**config.mk**
```make
export PLATFORM = sky130hd
export DESIGN_NAME = bpgs_eval
export DESIGN_NICKNAME = d
export VERILOG_FILES = /design/src/design/bpgs_pkg.sv /design/src/design/bpgs_eval.sv
export SDC_FILE = /design/constraint.sdc
export NUM_CORES = 1
export LEC_CHECK = 0
export BUFFER_PORTS_ARGS = -buffer_cell sky130_fd_sc_hd__buf_2
export CORE_AREA = 5 5 203 205
export DETAILED_ROUTE_END_ITERATION = 7
export DIE_AREA = 0 0 208 210
export PLACE_DENSITY = 0.53
export SLEW_MARGIN = 10
export SYNTH_ARGS = -nofsm -noshare
export SYNTH_HDL_FRONTEND = slang
export SYNTH_SLANG_ARGS = --single-unit
```
**constraint.sdc**
```tcl
create_clock -name vclk -period 3.34
set_input_delay 0.334 -clock vclk [all_inputs]
set_output_delay 0.334 -clock vclk [all_outputs]
set_load 0.01 [all_outputs]
```
**src/design/bpgs_pkg.sv**
```systemverilog
// shared constants, request codes and types of the bit-parallel gate simulator
package bpgs_pkg;

    localparam int NODES     = 1024;
    localparam int NODE_W    = $clog2(NODES);
    localparam int LANES     = 64;
    localparam int WORD_W    = 64;
    localparam int MAX_FANIN = 4;
    localparam int FAN_W     = $clog2(MAX_FANIN);
    localparam int CNT_W     = $clog2(MAX_FANIN + 1);
    localparam int DEPTH     = 2 * NODES;
    localparam int ADDR_W    = NODE_W + 1;

    localparam logic [WORD_W-1:0] LANE_MASK = {WORD_W{1'b1}} >> (WORD_W - LANES);

    localparam logic [2:0] REQ_INPUT = 3'd0;
    localparam logic [2:0] REQ_GATE  = 3'd1;
    localparam logic [2:0] REQ_COPY  = 3'd2;
    localparam logic [2:0] REQ_XFER  = 3'd3;
    localparam logic [2:0] REQ_CHECK = 3'd4;

    localparam logic [3:0] GK_C0   = 4'd0;
    localparam logic [3:0] GK_C1   = 4'd1;
    localparam logic [3:0] GK_BUF  = 4'd2;
    localparam logic [3:0] GK_NOT  = 4'd3;
    localparam logic [3:0] GK_AND  = 4'd4;
    localparam logic [3:0] GK_NAND = 4'd5;
    localparam logic [3:0] GK_OR   = 4'd6;
    localparam logic [3:0] GK_NOR  = 4'd7;
    localparam logic [3:0] GK_XOR  = 4'd8;
    localparam logic [3:0] GK_XNOR = 4'd9;

    localparam logic [1:0] PV_ZERO = 2'd0;
    localparam logic [1:0] PV_ONE  = 2'd1;

    typedef struct packed {
        logic [WORD_W-1:0] word;
        logic              is_check;
        logic [WORD_W-1:0] mask;
        logic              wr_en;
    } eval_res_t;

endpackage

```
**src/design/bpgs_eval.sv**
```systemverilog
// result word, check mask update and write decision for one record
module bpgs_eval (
    input  logic [2:0]                 req,
    input  logic [3:0]                 kind,
    input  logic [1:0]                 pv,
    input  logic                       last,
    input  logic [bpgs_pkg::WORD_W-1:0] rand_word,
    input  logic [bpgs_pkg::WORD_W-1:0] w0,
    input  logic [bpgs_pkg::WORD_W-1:0] acc_and,
    input  logic [bpgs_pkg::WORD_W-1:0] acc_or,
    input  logic [bpgs_pkg::WORD_W-1:0] acc_xor,
    input  logic [bpgs_pkg::WORD_W-1:0] mask,
    output bpgs_pkg::eval_res_t        res
);
    import bpgs_pkg::*;

    logic [WORD_W-1:0] gate_word;
    logic [WORD_W-1:0] term_mask;

    always_comb begin
        case (kind)
            GK_C0:   gate_word = '0;
            GK_C1:   gate_word = '1;
            GK_BUF:  gate_word = w0;
            GK_NOT:  gate_word = ~w0;
            GK_AND:  gate_word = acc_and;
            GK_NAND: gate_word = ~acc_and;
            GK_OR:   gate_word = acc_or;
            GK_NOR:  gate_word = ~acc_or;
            GK_XOR:  gate_word = acc_xor;
            GK_XNOR: gate_word = ~acc_xor;
            default: gate_word = '0;
        endcase
    end

    always_comb begin
        term_mask = mask;
        if (pv == PV_ONE) begin
            term_mask = mask & w0;
        end else if (pv == PV_ZERO) begin
            term_mask = mask & ~w0;
        end
        term_mask = term_mask & LANE_MASK;
    end

    always_comb begin
        res.word     = '0;
        res.is_check = 1'b0;
        res.mask     = mask;
        res.wr_en    = 1'b0;
        case (req)
            REQ_INPUT: begin
                res.word = rand_word;
                if (pv == PV_ZERO) begin
                    res.word[0] = 1'b0;
                end else if (pv == PV_ONE) begin
                    res.word[0] = 1'b1;
                end
                res.word  = res.word & LANE_MASK;
                res.wr_en = 1'b1;
            end
            REQ_GATE: begin
                res.word  = gate_word & LANE_MASK;
                res.wr_en = 1'b1;
            end
            REQ_COPY, REQ_XFER: begin
                res.word  = w0;
                res.wr_en = 1'b1;
            end
            REQ_CHECK: begin
                res.word     = term_mask;
                res.is_check = last;
                res.mask     = last ? LANE_MASK : term_mask;
            end
            default: begin
                res.word = '0;
            end
        endcase
    end

endmodule

```
==> Word level (Yosys, flattened, before mapping) <==
Index checks and enable logic that the tools add are counted.
Widths: inputs -> output; s select.
{ "word_totals": {"ff_bits": 0, "out_inout_bits": 130, "elab_cells": 33} }
{ "op_classes": {"n_eq_ne": 14, "mux": 9, "n_bitwise": 6, "reduce_logical": 4} }
{ "op_table": {"columns": ["operator", "n"], "rows": [
  ["$pmux 64 s9", 1],
  ["$not 64->64", 4],
  ["$pmux 64 s4", 1],
  ["$mux 64", 3],
  ["$and 64x64->64", 2],
  ["$mux 65", 1],
  ["$eq 4x3->1 const B", 4],
  ["$eq 4x2->1 const B", 2],
  ["$eq 4x4->1 const B", 2],
  ["$eq 3x2->1 const B", 2],
  ["$eq 4x1->1 const B", 1],
  ["$reduce_or 4->1", 1],
  ["$eq 3x1->1 const B", 1],
  ["$eq 3x3->1 const B", 1],
  ["$logic_not 3->1", 1],
  ["$mux 1", 3],
  ["$eq 2x1->1 const B", 1],
  ["$logic_not 2->1", 1],
  ["$reduce_or 2->1", 1]
]} }

==> Logic depth before layout (Yosys ltp) <==
Gate-level depths: netlist of run 1.
{ "depth": {"word_depth": 6, "mapped_depth": 8} }

==> Least setup slack after synthesis of run 1 <==
OpenSTA, ideal clock, no wires.
{ "synth_timing": {"path_type": "input -> output", "startpoint": "input port kind[2]", "endpoint": "output port res[106] (netlist name)", "arrival_time_ps": 1628, "t_required_ps": 3006, "path_slack_ps": 1378, "cell_stages": 7, "path_buffers": 3, "cell_sequence": "buf_4 -> buf_8 -> nor4b_4 -> buf_6 -> mux2i_1 -> o211a_1 -> o221ai_1"} }
{ "synth_lines": {"columns": ["element", "line", "source"], "rows": [
  ["from (decl)", "bpgs_eval.sv:4", "input logic [3:0] kind,"],
  ["to (decl)", "bpgs_eval.sv:13", "output bpgs_pkg::eval_res_t res"]
]} }

==> results.txt, run 1 <==
Setup violators final = 0
Total placed cells including tap cells = 2090
Core Box Area = 0.0393 mm2
Ports = 524
Final net count = 1961
Hold-critical path depth = 3
Synth-to-Final Area Change = 39.3%
Setup ws final = 0.662 ns
Critical path arrival = 2.34 ns
Non-filler cells, final = 2095
Cts hold-fix bufs = 0
Critical path launch point type = input pin
Worst Path Max Fanout = 35
Setup CP Type = input pin to primary output
Vias in the first global route = 11500
Register area = 0 um2
Num sequential = 0
First-pass GRT wire length = 72.3 mm
Global route overflow = 0
Finished Cell Area = 0.0110 mm2
Post-synthesis cell type count = 43
PD cells = 140 mW/mm2
Final-layout fill cell count = 4431
Commonest non-fill, non-tap cell in the layout = buf_2
Min Hold Slack = 0.973 ns
Fin. max-slew vios = 0
Postcts setup bufs = 0
F_max = 373 MHz
Die H = 210 um
Area of the multi-input gates = 0.00720 mm2
Status = completed
Sequential area share after synthesis = 0
Tot GR Track Use = 0.204
Via Count = 12000
CP max stage delay = 0.91 ns
Worst EP required = 3.01 ns
Setup TNS = 0 ns
Die X = 208 um
Placed cell area = 0.0110 mm2
Crit path capture type = primary output
Slew @ Worst Pin = 0.999 ns
Mean Syn Cell Area = 6.84 um2
Post-DRT Antenna Nets = 0
Cell Area, Synth = 0.00793 mm2
Crit path cell chain = buf_2 -> and4bb_2 -> mux2i_1 -> o211a_1 -> o221ai_1 -> buf_2
Post-CTS sizing = 0
Share of layout cells above drive strength 1 = 0.403
Post-DP HPWL = 36.6 mm
Initial drt markers = 1060
DRC viols = 0
Most frequent cell on the critical path = buf_2
Final Hold Vio Count = 0
Static Leak = 0.00502 uW
Row count = 73
Min Tclk post-route = 2.68 ns
Slowest-stage cell, CP = and4bb_2
Routed wire length per instance = 23.5 um
Most frequent cells in the layout = 519 x buf_2, 110 x nand2_1, 91 x nand3_1
Routability Congestion = 0.912
Hold Crit Class = input pin to primary output
Final worst-path cycle share = 0.802
Slew Limit Headroom = 0.334
RSZ-0062 raised after global routing = false
Synth warn = 0
Initial core utilization = 0.202
Via density = 5.75
Post-Synthesis Cells = 1158
Mapped Nets = 1552
PortBufs = 524
Max_cap viols = 0
CLK BUF = 0
Total wire length = 49.3 mm
Peak supply drop = 89.2 uV
Largest net degree at the start of global routing = 87
Initial antenna violation count = 14
Die ar. = 0.0437 mm2
DR pass1 iterations = 6
Post-place setup slack = 0.598 ns
==> cells in the mapped netlist (all sizes together), types with 3 or more instances <==
library cell / instances / area, um2
a22o: 28 / 245
and4bb: 9 / 113
mux2: 36 / 405
clkbuf: 100 / 379
o211a: 35 / 350
nand2: 111 / 417
mux2i: 64 / 641
nor4bb: 27 / 270
o211ai: 63 / 473
a21oi: 85 / 425
nand3: 91 / 455
a22oi: 64 / 480
nor2b: 38 / 238
inv: 3 / 11.3
xor2: 64 / 561
a21o: 29 / 218
o22ai: 28 / 175
a221o: 28 / 280
nor3b: 3 / 27.5
nor2: 4 / 15.0
o221ai: 63 / 571
buf: 63 / 374
o21ai: 74 / 374
a221oi: 35 / 307
==> per-stage QoR <==
| step | util | power, uW |
|---|---|---|
| 3_5_place_dp | 0.281 | 1530 |
| 3_3_place_gp | 0.280 | 1520 |
| 6_report | 0.281 | 1550 |
| 2_1_floorplan | - | 845 |
| 5_1_grt | 0.281 | 1670 |
| 4_1_cts | 0.281 | 1540 |
==> layout make-up <==
cell class | instances | share of cell area
tap | 525 | 0.0595
multi-input combinational | 992 | 0.652
antenna | 5 | 0.00113
inverter | 3 | 0.00113
timing repair buffer | 570 | 0.286
==> worst max-delay path, delay by kind of cell <==
family	cells	cell delay, ns
AO/OA/AOI/OAI	2	0.42
multiplexers	1	0.15
AND/OR/NAND/NOR	1	0.91
buffers and inverters	2	0.52
==> report_power, final <==
part	switching, uW	internal, uW	leakage, uW
sequential	0	0	0
combinational	877	670	0.00502
clock	0	0.000201	0.0000000317
==> cell families (layout without fill, tap and decap cells) <==
family | count (synthesis) | after routing | synth area share
AO/OA/AOI/OAI | 533 | 533 | 0.493
AND/OR/NAND/NOR | 294 | 294 | 0.205
buffers and inverters | 166 | 573 | 0.0964
multiplexers | 101 | 101 | 0.135
XOR/XNOR | 64 | 64 | 0.0707
other | 0 | 5 | 0
==> worst paths after layout <==
check / start / slack (ns) / to
setup / recovery: kind[3] / 0.66 / res[98]
hold / removal: mask[38] / 0.97 / res[39]
==> routing by layer <==
metal,share of wire,GRT usage,vias to the layer above
met5,0.0025,0,-
met1,0.40,0.257,5690
li1,-,-,5433
met3,0.087,0.0415,110
met2,0.47,0.348,786
met4,0.035,0.0684,18
Note: power is estimated with default switching activity, not from simulation.
==> inputs of run 2 (changes only) <==
==> constraint.sdc (replaced) <==
create_clock -name vclk -period 2.61
set_input_delay 0.261 -clock vclk [all_inputs]
set_output_delay 0.261 -clock vclk [all_outputs]
set_load 0.01 [all_outputs]
==> run 2 against run 1 <==
  * Core utilization rose by 0.41 points
  * Non-clock buffer count grew 13
  * Final area is 1.5% higher
  * Final cell count rose by 0.81%
  * First-iteration DRC count grew 3.2%
  * Die area unchanged
  * Via count about the same
  * Worst setup slack got worse by 0.50 ns
  * Critical path depth increased by 1
  * Worst hold slack got worse by 0.15 ns
==> results.txt, run 2 (synthesis gave the netlist of run 1 again) <==
CLK BUF = 0 (unchanged)
Die H = 210 um (unchanged)
Setup CP Type = input pin to primary output
Hold Crit Class = input pin to primary output
Post-DRT Antenna Nets = 0 (unchanged)
Setup violators final = 0 (unchanged)
Initial core utilization = 0.202 (unchanged)
DRC viols = 0 (unchanged)
Static Leak = 0.00510 uW (+1.6%)
Core Box Area = 0.0393 mm2 (unchanged)
Pwr Total = 2010 uW (+30%)
RSZ-0062 raised after global routing = false
Die ar. = 0.0437 mm2 (unchanged)
Row count = 73 (unchanged)
Status = completed
F_max = 408 MHz
Largest net degree at the start of global routing = 89 (+2.3%)
Routability Congestion = 0.951 (+4.2%)
Peak supply drop = 105 uV (+18%)
Final worst-path cycle share = 0.939
Setup TNS = 0 ns (unchanged)
Num sequential = 0 (unchanged)
Most frequent cells in the layout = 519 x buf_2, 110 x nand2_1, 91 x nand3_1
Total placed cells including tap cells = 2103 (+0.62%)
Min Tclk post-route = 2.45 ns
Tot GR Track Use = 0.209 (+0.00550)
Routed wire length per instance = 23.7 um (+0.48%)
Post-layout util = 0.285 (+0.00414)
Critical path launch point type = input pin
Worst EP required = 2.35 ns (-0.66 ns)
Slew Limit Headroom = 0.368 (+0.0336)
Worst Path Max Fanout = 24 (-31%)
Area of the multi-input gates = 0.00720 mm2 (unchanged)
Cts hold-fix bufs = 0 (unchanged)
Via density = 5.70 (-0.85%)
Final Hold Vio Count = 0 (unchanged)
Total wire length = 50.0 mm (+1.3%)
Vias in the first global route = 11900 (+3.3%)
Final net count = 1974 (+0.66%)
Crit path capture type = primary output
Share of layout cells above drive strength 1 = 0.407 (+0.00492)
Initial antenna violation count = 16 (+2)
DR pass1 iterations = 5 (-1)
Post-CTS sizing = 0 (unchanged)
Register area = 0 um2 (unchanged)
PortBufs = 524 (unchanged)
Synth-to-Final Area Change = 41.4%
Non-filler cells, final = 2112 (+0.81%)
Final-layout fill cell count = 4393 (-0.86%)
PD cells = 179 mW/mm2 (+28%)
Die X = 208 um (unchanged)
Post-DP HPWL = 38.9 mm (+6.2%)
Commonest non-fill, non-tap cell in the layout = buf_2
First-pass GRT wire length = 74.1 mm (+2.5%)
Max_cap viols = 0 (unchanged)
Critical path arrival = 2.19 ns (-0.15 ns)
Slew @ Worst Pin = 0.948 ns (-0.0504 ns)
Postcts setup bufs = 0 (unchanged)
Fin. max-slew vios = 0 (unchanged)
Hold-critical path depth = 3 (unchanged)
Ports = 524 (unchanged)
Global route overflow = 0 (unchanged)
Via Count = 12000 (-0.050%)
Initial drt markers = 1094 (+3.2%)
[run 2: layout make-up]
cell class / instances / area share
antenna: 9 / 0.00201
inverter: 3 / 0.00112
multi-input combinational: 992 / 0.643
tap: 525 / 0.0586
timing repair buffer: 583 / 0.295
[run 2: per-layer routing]
layer / vias up / wire [um] / GRT usage / share of wire
met4: 16 / 1650 / 0.0646 / 0.033
met2: 752 / 23700 / 0.363 / 0.47
li1: 5468 / - / - / -
met5: - / 92 / 0 / 0.0018
met1: 5679 / 20200 / 0.262 / 0.40
met3: 116 / 4390 / 0.0429 / 0.088
[run 2: report_power, final]
group / leakage (uW) / total, uW / switching, uW / internal [uW]
registers: 0 / 0 / 0 / 0
logic: 0.00510 / 2010 / 1130 / 877
clock network: 0.0000000570 / 0.000464 / 0 / 0.000464
[run 2: worst paths after layout]
path	startpoint	endpoint	slack (ns)
setup / recovery	kind[1]	res[79]	0.16
hold / removal	mask[13]	res[14]	0.83
[run 2: worst max-delay path, cell delays in order]
cell	delay [ns]
buf_4	0.39
nor3_1	0.10
nor2_1	0.25
nand2_1	0.40
buf_4	0.33
o211ai_1	0.23
buf_2	0.18
[run 2: through the flow]
step	hold WS (ns)	instance area, um2	worst slack, ns
final	0.825	11200	0.159
after global routing	0.848	11200	0.0429
after CTS	0.823	11200	0.0848
after detailed placement	0.821	11200	0.0885
after global placement	0.827	11200	0.0676
after floorplan	0.651	7930	0.794
